**src/design/kcec_pkg.sv**
```systemverilog
// ----------------------------------------------------------------------------
// kcec_pkg
// Shared types and constants for the keypad code entry checker.
// ----------------------------------------------------------------------------
`default_nettype none

package kcec_pkg;

  localparam int ENTRY_BUFFER_SIZE = 16;
  localparam int MAX_CODE_CHARS    = 15;
  // usable entries: one slot of the buffer stays free, never more than 15
  localparam int CAPACITY = (ENTRY_BUFFER_SIZE - 1 > MAX_CODE_CHARS) ?
                            MAX_CODE_CHARS : ENTRY_BUFFER_SIZE - 1;

  localparam int KEY_W   = 8;
  localparam int CNT_W   = 4;
  localparam int TICK_W  = 20;
  localparam int CFG_W   = 64;
  localparam int CFG_IDX_W = 2;
  localparam int CODE_W  = MAX_CODE_CHARS * KEY_W;

  localparam logic [KEY_W-1:0]  KEY_NONE    = 8'h00;
  localparam logic [KEY_W-1:0]  KEY_DELETE  = 8'h2A;
  localparam logic [KEY_W-1:0]  KEY_CONFIRM = 8'h23;
  localparam logic [TICK_W-1:0] TIMEOUT_RESET = 20'd10000;
  localparam logic [CNT_W-1:0]  CAPACITY_CNT = CAPACITY[CNT_W-1:0];

  typedef enum logic [CFG_IDX_W-1:0] {
    CFG_CODE_FIRST = 2'd0,
    CFG_CODE_REST  = 2'd1,
    CFG_CODE_LEN   = 2'd2,
    CFG_TIMEOUT    = 2'd3
  } cfg_idx_e;

  typedef enum logic [1:0] {
    OUT_MATCH    = 2'd0,
    OUT_MISMATCH = 2'd1,
    OUT_TIMEOUT  = 2'd2
  } outcome_e;

  typedef enum logic {
    ST_IDLE = 1'b0,
    ST_HOLD = 1'b1
  } state_e;

  // controller -> datapath
  typedef struct packed {
    logic     append;
    logic     delete_char;
    logic     tick;
    logic     clear_attempt;
    logic     load_result;
    outcome_e result;
  } cmd_t;

  // datapath -> controller
  typedef struct packed {
    logic timeout_hit;
    logic code_match;
    logic buf_full;
    logic buf_empty;
  } stat_t;

endpackage

`default_nettype wire

```
**src/design/kcec_dp.sv**
```systemverilog
// ----------------------------------------------------------------------------
// kcec_dp
// Datapath: config registers, entry buffer, counters, compare, result register.
// ----------------------------------------------------------------------------
`default_nettype none

module kcec_dp (
  input  wire logic                             clk_i,
  input  wire logic                             rst_ni,
  input  wire logic                             cfg_we_i,
  input  wire logic [kcec_pkg::CFG_IDX_W-1:0]   cfg_index_i,
  input  wire logic [kcec_pkg::CFG_W-1:0]       cfg_data_i,
  input  wire logic [kcec_pkg::KEY_W-1:0]       key_i,
  input  wire kcec_pkg::cmd_t                   cmd_i,
  output kcec_pkg::stat_t                       stat_o,
  output logic [1:0]                            outcome_o
);

  logic [kcec_pkg::CODE_W-1:0]  code_q;
  logic [kcec_pkg::CNT_W-1:0]   code_len_q;
  logic [kcec_pkg::TICK_W-1:0]  timeout_q;
  logic [kcec_pkg::KEY_W-1:0]   entry_q [kcec_pkg::MAX_CODE_CHARS];
  logic [kcec_pkg::CNT_W-1:0]   count_q, count_d;
  logic [kcec_pkg::TICK_W-1:0]  elapsed_q, elapsed_d, elapsed_inc;
  kcec_pkg::outcome_e           outcome_q;
  logic [kcec_pkg::MAX_CODE_CHARS-1:0] char_ok;

  always_ff @(posedge clk_i or negedge rst_ni) begin
    if (!rst_ni) begin
      code_q     <= '0;
      code_len_q <= '0;
      timeout_q  <= kcec_pkg::TIMEOUT_RESET;
    end else if (cfg_we_i) begin
      case (kcec_pkg::cfg_idx_e'(cfg_index_i))
        kcec_pkg::CFG_CODE_FIRST: code_q[63:0]   <= cfg_data_i;
        kcec_pkg::CFG_CODE_REST:  code_q[119:64] <= cfg_data_i[55:0];
        kcec_pkg::CFG_CODE_LEN:   code_len_q     <= cfg_data_i[kcec_pkg::CNT_W-1:0];
        kcec_pkg::CFG_TIMEOUT:    timeout_q      <= cfg_data_i[kcec_pkg::TICK_W-1:0];
        default: ;
      endcase
    end
  end

  // entry buffer: each slot written only when it is the append position
  for (genvar g = 0; g < kcec_pkg::MAX_CODE_CHARS; g++) begin : g_entry
    always_ff @(posedge clk_i) begin
      if (cmd_i.append && count_q == g[kcec_pkg::CNT_W-1:0]) begin
        entry_q[g] <= key_i;
      end
    end
    // slots at or above the fill count do not take part
    assign char_ok[g] = (count_q <= g[kcec_pkg::CNT_W-1:0]) ||
                        (entry_q[g] == code_q[g*kcec_pkg::KEY_W +: kcec_pkg::KEY_W]);
  end

  assign elapsed_inc = elapsed_q + 1'b1;

  always_comb begin
    count_d   = count_q;
    elapsed_d = elapsed_q;
    if (cmd_i.clear_attempt) begin
      count_d   = '0;
      elapsed_d = '0;
    end else begin
      if (cmd_i.append)      count_d   = count_q + 1'b1;
      if (cmd_i.delete_char) count_d   = count_q - 1'b1;
      if (cmd_i.tick)        elapsed_d = elapsed_inc;
    end
  end

  always_ff @(posedge clk_i or negedge rst_ni) begin
    if (!rst_ni) begin
      count_q   <= '0;
      elapsed_q <= '0;
    end else begin
      count_q   <= count_d;
      elapsed_q <= elapsed_d;
    end
  end

  always_ff @(posedge clk_i) begin
    if (cmd_i.load_result) begin
      outcome_q <= cmd_i.result;
    end
  end

  assign stat_o.timeout_hit = (elapsed_inc >= timeout_q);
  assign stat_o.code_match  = (count_q == code_len_q) && (&char_ok);
  assign stat_o.buf_full    = (count_q >= kcec_pkg::CAPACITY_CNT);
  assign stat_o.buf_empty   = (count_q == '0);
  assign outcome_o          = outcome_q;

endmodule

`default_nettype wire

```
**src/design/kcec_ctrl.sv**
```systemverilog
// ----------------------------------------------------------------------------
// kcec_ctrl
// Controller: decodes each item into datapath commands, tracks the result slot.
// ----------------------------------------------------------------------------
`default_nettype none

module kcec_ctrl (
  input  wire logic                        clk_i,
  input  wire logic                        rst_ni,
  input  wire logic                        in_valid_i,
  input  wire logic                        in_kind_i,
  input  wire logic [kcec_pkg::KEY_W-1:0]  in_key_i,
  output logic                             in_stall_o,
  output logic                             out_valid_o,
  input  wire logic                        out_stall_i,
  input  wire kcec_pkg::stat_t             stat_i,
  output kcec_pkg::cmd_t                   cmd_o
);

  kcec_pkg::state_e state_q, state_d;
  logic accept;
  logic has_result;
  logic is_key;

  // input waits only while a result sits unread
  assign in_stall_o = (state_q == kcec_pkg::ST_HOLD) && out_stall_i;
  assign accept     = in_valid_i && !in_stall_o;
  assign is_key     = !in_kind_i && (in_key_i != kcec_pkg::KEY_NONE);
  assign has_result = in_kind_i ? stat_i.timeout_hit
                                : (in_key_i == kcec_pkg::KEY_CONFIRM);

  always_comb begin
    state_d = state_q;
    case (state_q)
      kcec_pkg::ST_IDLE: begin
        if (accept && has_result) state_d = kcec_pkg::ST_HOLD;
      end
      kcec_pkg::ST_HOLD: begin
        if (!out_stall_i) begin
          state_d = (accept && has_result) ? kcec_pkg::ST_HOLD : kcec_pkg::ST_IDLE;
        end
      end
      default: state_d = kcec_pkg::ST_IDLE;
    endcase
  end

  always_ff @(posedge clk_i or negedge rst_ni) begin
    if (!rst_ni) begin
      state_q <= kcec_pkg::ST_IDLE;
    end else begin
      state_q <= state_d;
    end
  end

  always_comb begin
    cmd_o = '0;
    cmd_o.result = kcec_pkg::OUT_MATCH;
    if (accept) begin
      if (in_kind_i) begin
        cmd_o.tick = 1'b1;
        if (stat_i.timeout_hit) begin
          cmd_o.clear_attempt = 1'b1;
          cmd_o.load_result   = 1'b1;
          cmd_o.result        = kcec_pkg::OUT_TIMEOUT;
        end
      end else if (is_key) begin
        case (in_key_i)
          kcec_pkg::KEY_DELETE: begin
            cmd_o.delete_char = !stat_i.buf_empty;
          end
          kcec_pkg::KEY_CONFIRM: begin
            cmd_o.clear_attempt = 1'b1;
            cmd_o.load_result   = 1'b1;
            cmd_o.result = stat_i.code_match ? kcec_pkg::OUT_MATCH
                                             : kcec_pkg::OUT_MISMATCH;
          end
          default: begin
            cmd_o.append = !stat_i.buf_full;
          end
        endcase
      end
    end
  end

  assign out_valid_o = (state_q == kcec_pkg::ST_HOLD);

endmodule

`default_nettype wire

```
**src/design/keypad_code_entry_checker_top.sv**
```systemverilog
// ----------------------------------------------------------------------------
// keypad_code_entry_checker_top
// Keypad code lock checker: collects key presses, checks the code on '#',
// reports a timeout after the configured number of ticks.
//
//   channel | direction | handshake               | payload
//   --------+-----------+-------------------------+---------------------------
//   in      | input     | in_valid_i / in_stall_o | in_kind_i, in_key_i
//   out     | output    | out_valid_o/out_stall_i | out_outcome_o
//   cfg     | input     | cfg_we_i                | cfg_index_i, cfg_data_i
//
// The whole entry compare is one parallel 15-byte compare, so one item
// can be taken each cycle while the input does not stall.
// A result appears in the output register the cycle after its item.
// Input stalls only while a result is held and the output side stalls.
// Reset clears the counters and loads the default configuration.
// ----------------------------------------------------------------------------
`default_nettype none

module keypad_code_entry_checker_top (
  input  wire logic                             clk_i,
  input  wire logic                             rst_ni,
  input  wire logic                             in_valid_i,
  output logic                                  in_stall_o,
  input  wire logic                             in_kind_i,
  input  wire logic [kcec_pkg::KEY_W-1:0]       in_key_i,
  output logic                                  out_valid_o,
  input  wire logic                             out_stall_i,
  output logic [1:0]                            out_outcome_o,
  input  wire logic                             cfg_we_i,
  input  wire logic [kcec_pkg::CFG_IDX_W-1:0]   cfg_index_i,
  input  wire logic [kcec_pkg::CFG_W-1:0]       cfg_data_i
);

  kcec_pkg::cmd_t  cmd;
  kcec_pkg::stat_t stat;

  kcec_ctrl u_ctrl (
    .clk_i       (clk_i),
    .rst_ni      (rst_ni),
    .in_valid_i  (in_valid_i),
    .in_kind_i   (in_kind_i),
    .in_key_i    (in_key_i),
    .in_stall_o  (in_stall_o),
    .out_valid_o (out_valid_o),
    .out_stall_i (out_stall_i),
    .stat_i      (stat),
    .cmd_o       (cmd)
  );

  kcec_dp u_dp (
    .clk_i       (clk_i),
    .rst_ni      (rst_ni),
    .cfg_we_i    (cfg_we_i),
    .cfg_index_i (cfg_index_i),
    .cfg_data_i  (cfg_data_i),
    .key_i       (in_key_i),
    .cmd_i       (cmd),
    .stat_o      (stat),
    .outcome_o   (out_outcome_o)
  );

endmodule

`default_nettype wire
```
**config.mk**
```make
export PLATFORM = sky130hd
export DESIGN_NAME = keypad_code_entry_checker_top
export DESIGN_NICKNAME = d
export VERILOG_FILES = /design/src/design/kcec_pkg.sv /design/src/design/kcec_dp.sv /design/src/design/kcec_ctrl.sv /design/src/design/keypad_code_entry_checker_top.sv
export SDC_FILE = /design/constraint.sdc
export NUM_CORES = 1
export LEC_CHECK = 0
export BUFFER_PORTS_ARGS = -buffer_cell sky130_fd_sc_hd__buf_2
export CAP_MARGIN = 20
export CORE_ASPECT_RATIO = 0.6
export CORE_MARGIN = 4
export CORE_UTILIZATION = 42
export CTS_CLUSTER_DIAMETER = 80
export CTS_CLUSTER_SIZE = 20
export DETAILED_ROUTE_END_ITERATION = 12
export SYNTH_ARGS = -nofsm -noshare
export SYNTH_HDL_FRONTEND = slang
export SYNTH_SLANG_ARGS = --single-unit
```
**constraint.sdc**
```tcl
create_clock -name clk_i -period 9.4 [get_ports clk_i]
set_input_delay 0.94 -clock clk_i [delete_from_list [all_inputs] [get_ports clk_i]]
set_output_delay 0.94 -clock clk_i [all_outputs]
set_load 0.02 [all_outputs]
```
==> results of run 1 <==
cells by family after synthesis:
group	share of synthesized area [%]
buffers and inverters	2.06
XOR/XNOR	9.76
flip-flops	61.6
adder cells (fa/ha/maj)	2.44
multiplexers	12.8
AND/OR/NAND/NOR	8.02
AO/OA/AOI/OAI	3.35
critical path: stages, from the launching register on:
cell	delay, ns
dfrtp_1	0.46
and3_2	0.27
nand3_4	0.14
nor3_4	0.29
nand3_2	0.14
xnor2_1	0.16
ha_1	0.31
a21o_1	0.18
a21oi_1	0.15
nor2b_1	0.06
a311oi_1	0.24
o2111a_2	0.58
nand2_1	0.29
o31ai_1	0.27
metrics by stage:
step / cell area [µm²] / hold WS, ns
floorplan: 12800 / 0.479
global placement: 13600 / 0.490
detailed placement: 13600 / 0.495
CTS: 14200 / 0.312
global route: 14200 / 0.327
finish: 14200 / 0.322
final cells by class:
cell class / count / share of cell area (%)
flip-flops and latches: 291 / 55.7
multi-input cells: 565 / 32.9
clock buffers: 31 / 3.67
well taps: 408 / 3.60
repair buffers: 91 / 3.39
inverters: 27 / 0.714
clock inverters: 1 / 0.0793
layout by cell type (no fill, tap or decap), types with 3 or more instances in the layout:
master     Yosys  layout
buf_2         19      82
xnor2_1       49      49
nand4b_1       3       3
nor4_1        22      22
nor2_1        29      29
inv_1         27      27
nand2_1       41      41
ha_1          25      25
o21ai_0        8       8
a31oi_1        6       6
edfxtp_1     122     122
clkbuf_16      0      19
a211oi_1       3       3
nand3_1       26      26
o21ai_1        6       6
a21o_1        11      11
nand2b_1       4       4
nand4_1       17      17
dfstp_2        5       5
buf_4          2       6
mux2_2       144     144
and3_1         6       6
nor3_1        10      10
nor4_2         3       3
clkbuf_1      11      12
a21oi_1       20      20
o22ai_1        5       5
xor2_1        92      92
dfrtp_1      164     164
nor2b_1        4       4
cell usage after synthesis, types with 6 or more instances:
cell,number,area share (%)
clkbuf_1,11,0.32
nor2_1,29,0.85
inv_1,27,0.79
nand2_1,41,1.2
o21ai_1,6,0.23
buf_2,19,0.74
dfrtp_1,164,32
mux2_2,144,13
nand4_1,17,0.83
nor4_1,22,1.1
o21ai_0,8,0.31
nand3_1,26,1.0
a31oi_1,6,0.29
and3_1,6,0.29
nor3_1,10,0.39
xor2_1,92,6.3
a21o_1,11,0.64
edfxtp_1,122,29
ha_1,25,2.4
a21oi_1,20,0.78
xnor2_1,49,3.3
flip-flops by register name, indices dropped and copies added, names as in the netlist:
name and count:
u_dp.outcome_o 2, u_dp.code_q 120, u_dp.code_len_q 4, u_ctrl.out_valid_o 1, u_dp.entry_q 120, u_dp.elapsed_q 20
u_dp.count_q 4, u_dp.timeout_q 20
power groups by stage:
stage	combinational, mW	clock, mW	sequential (mW)
global route	0.554	0.880	1.65
floorplan	0.382	0	1.59
global placement	0.484	0	1.66
CTS	0.498	0.829	1.63
detailed placement	0.493	0	1.66
finish	0.496	0.799	1.63
worst min-delay path by stage:
stage	endpoint	slack (ns)
floorplan	u_dp.timeout_q[11]	0.48
global placement	u_dp.timeout_q[1]	0.49
detailed placement	u_dp.timeout_q[3]	0.49
CTS	u_dp.count_q[0]	0.31
global route	u_dp.code_q[29]	0.33
finish	u_dp.code_q[96]	0.32
routing by layer:
layer | vias to the layer above | share of wire (%) | GRT usage (%)
li1 | 3437 | - | -
met1 | 3681 | 52 | 29.9
met2 | 217 | 39 | 23.2
met3 | 29 | 7.2 | 3.59
met4 | 0 | 1.4 | 2.87
met5 | - | 0 | 0
==> impl_metrics.json, run 1 <==
{
  "status": "complete, no violations",
  "io_pins": 84,
  "ir_drop_uv": 120,
  "h-tree-depth": 1,
  "dp_cells": 1380,
  "final-seq-area_um2": 7900,
  "synth_edf_count": 122,
  "cts.repair.resized": 0,
  "io_buffers": 83,
  "clockBufferDepth": 3,
  "clock-sinks": 291,
  "die_h_um": 143,
  "rows": 49,
  "r2r-start": "u_dp.elapsed_q[2]",
  "grt_pass1_vias": 7276,
  "yosys_warnings": 0,
  "reg2reg_to": "u_dp.elapsed_q[8]",
  "initial_core_util_pct": 42.7,
  "nFillCells": 2726,
  "totalWireLength_mm": 29.0,
  "ff2ff_setup_slack_ns": 5.74,
  "postRouteAntennaNets": 0,
  "min_period_over_period_pct": 38.9,
  "synth_fp_nets": 1021,
  "cp.arrival_ns": 4.08,
  "seqPwrFrac_pct": 55.7,
  "area_delta_synth_final_pct": 10.7,
  "clkLatencyLatePin_ns": 0.52,
  "synth-seq-cells": 291,
  "via_count": 7364,
  "vias_per_cell": 5.21,
  "synthesis.area_um2": 12800,
  "fmax_ghz": 0.274,
  "fp.dieW_um": 234,
  "end_kind": "register",
  "leakage_nw": 5.69,
  "hpwl_mm": 20.1,
  "antenna_found_initial": 0,
  "clkPwrFrac_pct": 27.3,
  "maxCapViolations": 0,
  "startpoint": "u_dp.elapsed_q[2]",
  "combPwrFrac_pct": 17.0,
  "p_sw_share_pct": 27.8,
  "start_kind": "register",
  "path_clk_slew_ns": 0.09,
  "setup.worst_path.end": "u_dp.elapsed_q[8]",
  "synth.distinct_cells": 54,
  "p_switching_mw": 0.813,
  "synth_flop_cell": "dfrtp_1",
  "drcViolationCount": 0,
  "setup_viol": 0,
  "track_usage_pct": 17.6,
  "p_total_mw": 2.92,
  "power.density_nw_per_um2": 206,
  "antenna_cells": 0,
  "dp_slack_ns": 5.76,
  "overflow": 0,
  "nets": 1099,
  "slew-limit-headroom_pct": 33.1,
  "clockRootBuffer": "clkbuf_16",
  "grt_max_degree": 70,
  "final_cells": 1414,
  "setup_ws_ns": 5.74,
  "cts_buffers": 18,
  "clock_skew_ns": 0.0157,
  "min_period_ns": 3.66,
  "multi_input_area_um2": 4670,
  "rsz0062_at_grt": "no",
  "crit_type": "reg2reg",
  "required_ns": 9.83,
  "report.final.slew_viol_count": 0,
  "post-cts-setup-buffer-count": 0,
  "wire_per_inst_um": 20.5,
  "cts_tree": "yes",
  "first_iter_violations": 528,
  "ff2ff_path_depth": 13,
  "grt_pass1_wl_mm": 45.1,
  "worstHoldPathType": "in2async",
  "finalSetupTns_ns": 0,
  "core_area_um2": 30000,
  "timing_hold_violations_final": 0,
  "gp_congestion": 0.842,
  "synth_async_sr_flop_share_pct": 58.1,
  "p_int_mw": 2.11,
  "die-area_um2": 33500,
  "worstMarginPinSlew_ns": 1.00,
  "postSynthCellCount": 916,
  "worst-path-max-fanout": 23,
  "syn_area_per_cell_um2": 14.0,
  "finalCoreUtilization_pct": 47.2,
  "hold_buffers": 0,
  "drive_gt1_share_pct": 27.8,
  "drtPass1Iterations": 5,
  "synth_seq_area_share_pct": 61.6
}
No activity file was read; power rests on OpenSTA's default activity.
==> run 2, diff against run 1 <==
==> constraint.sdc (replaced) <==
create_clock -name clk_i -period 3.6 [get_ports clk_i]
set_input_delay 0.36 -clock clk_i [delete_from_list [all_inputs] [get_ports clk_i]]
set_output_delay 0.36 -clock clk_i [all_outputs]
set_load 0.02 [all_outputs]
==> impl_metrics.json, run 2 (synthesis results as in run 1) <==
{
  "status": "complete, no violations",
  "r2r-start": "u_dp.elapsed_q[4]",
  "worst_hold_path.endpoint": "u_dp.code_q[57]",
  "gp_congestion": 0.833,
  "vias_per_cell": 5.20,
  "track_usage_pct": 17.8,
  "path_cells": "and3_4 > nand3_4 > nor3_4 > nand3_2 > xnor2_1 > ha_1 > a21o_1 > a21oi_1 > nor2b_1 > a311oi_1 > o2111a_2 > buf_4 > mux2i_1 > a21o_1",
  "leakage_nw": 5.81,
  "antenna_cells": 0,
  "crit_type": "reg2reg",
  "min_period_over_period_pct": 93.6,
  "path_common_cell": "a21o_1",
  "nFillCells": 2681,
  "required_ns": 4.01,
  "slew-limit-headroom_pct": 32.9,
  "worstHoldPathType": "in2reg",
  "cts_tree": "yes",
  "p_int_mw": 5.54,
  "worstMarginPinSlew_ns": 1.01,
  "via_count": 7476,
  "end_kind": "register",
  "grt_pass1_wl_mm": 45.5,
  "clkLatencyLatePin_ns": 0.52,
  "clock_skew_ns": 0.0157,
  "hpwl_mm": 20.5,
  "final_cell_mix": "162 x dfrtp_1, 144 x mux2_2, 122 x edfxtp_1, 92 x xor2_1, 82 x buf_2",
  "startpoint": "u_dp.elapsed_q[4]",
  "rows": 49,
  "ir_drop_uv": 242,
  "io_buffers": 83,
  "p_switching_mw": 2.16,
  "core_area_um2": 30000,
  "drtPass1Iterations": 5,
  "report.final.slew_viol_count": 0,
  "critPathSlowestCell": "dfrtp_1",
  "grt_max_degree": 81,
  "fp.dieW_um": 234,
  "ff2ff_path_depth": 14,
  "postRouteAntennaNets": 0,
  "totalWireLength_mm": 29.8,
  "p_sw_share_pct": 28.1,
  "overflow": 0,
  "cts_buffers": 18,
  "drcViolationCount": 0,
  "die_h_um": 143,
  "initial_core_util_pct": 42.7,
  "hold_ws_ns": 0.0749,
  "worst-path-max-fanout": 12,
  "die-area_um2": 33500,
  "min_period_ns": 3.37,
  "combPwrFrac_pct": 17.7,
  "setup_viol": 0,
  "antenna_found_initial": 1,
  "top_regs": "u_dp.code_q x120, u_dp.entry_q x120",
  "p_total_mw": 7.69,
  "clockRootBuffer": "clkbuf_16",
  "reg2reg_to": "u_ctrl.out_valid_o",
  "first_iter_violations": 548,
  "wire_per_inst_um": 20.7,
  "area_delta_synth_final_pct": 12.3,
  "cp.arrival_ns": 3.78,
  "slowest_delay_ns": 0.43,
  "power.density_nw_per_um2": 534,
  "whs_path_depth": 2,
  "fmax_ghz": 0.297,
  "start_kind": "register",
  "timing_hold_violations_final": 0,
  "nets": 1122,
  "h-tree-depth": 1,
  "drive_gt1_share_pct": 29.8,
  "layout_commonest_cell": "dfrtp_1",
  "clockBufferDepth": 3,
  "path_clk_slew_ns": 0.09,
  "maxCapViolations": 0,
  "grt_pass1_vias": 7336,
  "clock-sinks": 291,
  "seqPwrFrac_pct": 55.1,
  "hp-start": "cfg_data_i[57]",
  "ff2ff_setup_slack_ns": 0.23,
  "clkPwrFrac_pct": 27.2,
  "io_pins": 84
}
==> run 2: changes by cell type in the layout (fill, tap and decap cells not counted), sizes merged <==
cell,change
dlygate4sd3,+1
buf,+24
clkbuf,-3
inv,-1
clkinv,+2
==> run 2: worst max path at each step <==
stage	endpoint	slack (ns)	cells after the start
after floorplan	u_dp.outcome_o[0]	0.61	11
after global routing	u_dp.elapsed_q[13]	-0.001	14
final	u_ctrl.out_valid_o	0.23	14
after CTS	u_dp.outcome_o[1]	0.05	12
after global placement	u_dp.outcome_o[0]	0.17	12
after detailed placement	u_dp.outcome_o[0]	0.08	12
==> run 2: worst max-delay path, delay by kind of cell (launching register included) <==
kind            cells  cell delay, ns
simple gates        5            0.89
fa+ha+maj           1            0.28
buf+inv             1            0.23
xor+xnor            1            0.21
mux                 1            0.10
flops               1            0.43
compound gates      5            1.12
==> run 2: what timing repair did <==
action                                  CTS  global route
resized for setup                         0             4
hold buffers                              1             0
endpoints found under the setup margin    0            22
endpoints found under the hold margin    76             0
setup buffers                             0             3
==> run 2: power by group through the flow <==
stage	sequential (mW)	combinational [mW]	clock [mW]
5_1_grt	4.29	1.52	2.29
3_3_place_gp	4.29	1.33	0
3_5_place_dp	4.30	1.35	0
4_1_cts	4.23	1.36	2.16
2_1_floorplan	4.15	0.998	0
6_report	4.24	1.36	2.10
==> run 2: routing by layer <==
layer,track usage (%),vias to the layer above,share of wire (%)
li1,-,3483,-
met1,29.5,3773,52
met2,23.8,196,40
met4,2.40,0,1.1
met3,4.18,24,7.1
met5,0,-,0
==> run 2: final cells by class <==
class                   count  area (µm²)  area share (%)
clock inverters             2        13.8          0.0955
repair buffers            114         689            4.79
clock buffers              30         517            3.59
well taps                 408         510            3.54
flip-flops and latches    291        7900            54.8
inverters                  27         101           0.703
multi-input cells         565        4670            32.4
==> run 2: metrics by stage <==
step	setup TNS [ns]	setup slack, ns	utilization [%]	area, µm²	instances
4_1_cts	0	0.0456	47.9	14400	1434
3_5_place_dp	0	0.0767	46.1	13800	1401
2_1_floorplan	0	0.614	-	12800	916
6_report	0	0.230	48.0	14400	1437
5_1_grt	-0.00239	-0.00123	48.0	14400	1437
3_3_place_gp	0	0.171	46.0	13800	1400
==> run 3, diff against run 2 <==
--- a/config.mk
+++ b/config.mk
@@ -5,6 +5,7 @@
 export SDC_FILE = /design/constraint.sdc
 export NUM_CORES = 1
 export LEC_CHECK = 0
+export ABC_AREA = 1
 export BUFFER_PORTS_ARGS = -buffer_cell sky130_fd_sc_hd__buf_2
 export CAP_MARGIN = 20
 export CORE_ASPECT_RATIO = 0.6
==> impl_metrics.json, run 3 <==
{
  "synthTopCellsByArea": "dfrtp_1 31%, edfxtp_1 28%, nand2_1 10%, xnor2_1 5.6%, o21ai_0 5.4%",
  "timing_hold_violations_final": 0,
  "synth_flop_cell": "dfrtp_1",
  "maxCapViolations": 0,
  "final_cells": 1877,
  "yosysMostFrequentCell": "nand2_1",
  "gp_congestion": 0.869,
  "netlist.area_leader.share_pct": 31.0,
  "start_kind": "register",
  "power.density_nw_per_um2": 510,
  "report.final.slew_viol_count": 0,
  "nets": 1554,
  "grt_max_degree": 113,
  "post_dp_cell_area_um2": 14200,
  "io_buffers": 83,
  "leakage_nw": 6.77,
  "h-tree-depth": 1,
  "cts_buffers": 18,
  "hp-start": "cfg_data_i[60]",
  "io_pins": 84,
  "setup_viol": 0,
  "via_count": 9078,
  "clkLatencyLatePin_ns": 0.51,
  "die-area_um2": 34600,
  "totalWireLength_mm": 31.6,
  "end_kind": "register",
  "fmax_ghz": 0.314,
  "min_period_over_period_pct": 88.6,
  "worst_hold_path.endpoint": "u_dp.code_q[60]",
  "rows": 50,
  "worstMarginPinSlew_ns": 0.878,
  "clockRootBuffer": "clkbuf_16",
  "core_area_um2": 31200,
  "slew-limit-headroom_pct": 41.2,
  "grt_pass1_vias": 8670,
  "synth_commonest_cells": "354 x nand2_1, 167 x inv_1, 164 x dfrtp_1, 144 x o21ai_0, 122 x edfxtp_1",
  "worst-path-max-fanout": 15,
  "postSynthCellCount": 1362,
  "drtPass1Iterations": 5,
  "synthesis.area_um2": 13300,
  "cp.arrival_ns": 3.64,
  "synth.distinct_cells": 38,
  "status": "complete, no violations",
  "fp.dieW_um": 237,
  "synth_async_sr_flop_share_pct": 58.1,
  "synth_fp_nets": 1467,
  "top_regs": "u_dp.code_q x120, u_dp.entry_q x120",
  "dp_cells": 1842,
  "synth_edf_count": 122,
  "track_usage_pct": 18.2,
  "whs_path_depth": 2,
  "startpoint": "u_dp.elapsed_q[0]",
  "wire_per_inst_um": 16.8,
  "ff2ff_setup_slack_ns": 0.41,
  "nFillCells": 2955,
  "clock_skew_ns": 0.0124,
  "area_delta_synth_final_pct": 11.8,
  "fin_area_um2": 14800,
  "antenna_found_initial": 0,
  "clock-sinks": 291,
  "synth-seq-cells": 291,
  "cts_tree": "yes",
  "path_clk_slew_ns": 0.09,
  "layout_commonest_cell": "nand2_1",
  "finalCoreUtilization_pct": 47.6,
  "hpwl_mm": 21.9,
  "p_total_mw": 7.56,
  "yosysTopAreaCell": "dfrtp_1",
  "rsz0062_at_grt": "no",
  "clockBufferDepth": 3,
  "die_h_um": 146,
  "finalSetupTns_ns": 0,
  "yosys_warnings": 0,
  "synth_seq_area_share_pct": 59.6,
  "ff2ff_path_depth": 19,
  "first_iter_violations": 820,
  "grt_pass1_wl_mm": 50.2,
  "drcViolationCount": 0,
  "min_period_ns": 3.19,
  "r2r-start": "u_dp.elapsed_q[0]",
  "syn_area_per_cell_um2": 9.73,
  "required_ns": 4.05,
  "overflow": 0,
  "vias_per_cell": 4.84,
  "postRouteAntennaNets": 0,
  "reg2reg_to": "u_dp.elapsed_q[5]",
  "final_cell_mix": "353 x nand2_1, 167 x inv_1, 164 x dfrtp_1, 144 x o21ai_0, 122 x edfxtp_1",
  "hold_ws_ns": 0.0832,
  "dp_slack_ns": 0.460,
  "drive_gt1_share_pct": 11.6,
  "worstHoldPathType": "in2reg",
  "initial_core_util_pct": 42.5,
  "crit_type": "reg2reg",
  "ir_drop_uv": 276,
  "setup_ws_ns": 0.412,
  "antenna_cells": 0,
  "cts.repair.resized": 0
}
-- run 3: changes by cell type after synthesis, sizes merged, moves of 11 or more --
cell	change
nand2	+318
inv	+145
mux2	-140
o21ai	+131
xor2	-68
nor2	+60
xnor2	+37
nor4	-25
nand3	+17
clkbuf	+16
nand4	+15
a21o	-11
-- run 3: how the worst max path moves through the flow --
stage | depth (start not counted) | endpoint
4_1_cts | 19 | u_dp.elapsed_q[5]
5_1_grt | 19 | u_dp.elapsed_q[10]
6_report | 19 | u_dp.elapsed_q[5]
3_3_place_gp | 19 | u_dp.elapsed_q[14]
2_1_floorplan | 17 | u_dp.outcome_o[0]
3_5_place_dp | 19 | u_dp.elapsed_q[5]
-- run 3: kinds of logic (layout without fill, tap and decap cells) --
logic type	after synthesis	in the layout	synth area share [%]
XOR/XNOR	111	111	7.45
multiplexers	4	4	0.340
AO/OA/AOI/OAI	164	164	6.25
adder cells (fa/ha/maj)	25	25	2.36
buffers and inverters	215	314	6.25
AND/OR/NAND/NOR	552	552	17.7
flip-flops	291	291	59.6
-- run 3: cell type report --
| class | count | area [µm²] | share of cell area (%) |
|---|---|---|---|
| flip-flops and latches | 291 | 7900 | 53.3 |
| multi-input cells | 856 | 4550 | 30.7 |
| repair buffers | 108 | 664 | 4.48 |
| inverters | 174 | 654 | 4.42 |
| clock buffers | 31 | 520 | 3.51 |
| well taps | 416 | 520 | 3.51 |
| clock inverters | 1 | 11.3 | 0.0760 |
-- run 3: worst max-delay path, cell delays in order, from the launching register on --
cell and delay, ns:
dfrtp_1 0.44, ha_1 0.23, nand3_2 0.13, nor2_4 0.15
nand3_4 0.14, nor3_4 0.21, nand2_1 0.07, nand2_1 0.08
inv_2 0.04, ha_1 0.26, nand2_1 0.06, inv_1 0.05
o21ai_0 0.07, a21oi_1 0.09, nor2_1 0.12, nand2_1 0.07
a21oi_1 0.38, buf_4 0.32, nand4_1 0.12, nand2_1 0.09
-- run 3: power breakdown --
group / internal (mW) / switching [mW] / total (mW)
logic: 0.533 / 0.801 / 1.33
registers: 3.83 / 0.294 / 4.12
clock network: 1.00 / 1.10 / 2.10
-- run 3: repair_timing --
| action | in CTS | in global routing |
|---|---|---|
| hold endpoints to repair | 55 | 0 |
| setup buffers | 0 | 0 |
| hold buffers | 1 | 0 |
-- run 3: routing by layer --
layer / routed length, µm / part of all wire (%) / track usage (%)
met3: 2090 / 6.6 / 3.30
met1: 16500 / 52 / 30.6
met5: 0 / 0 / 0
met4: 337 / 1.1 / 2.16
met2: 12600 / 40 / 25.0
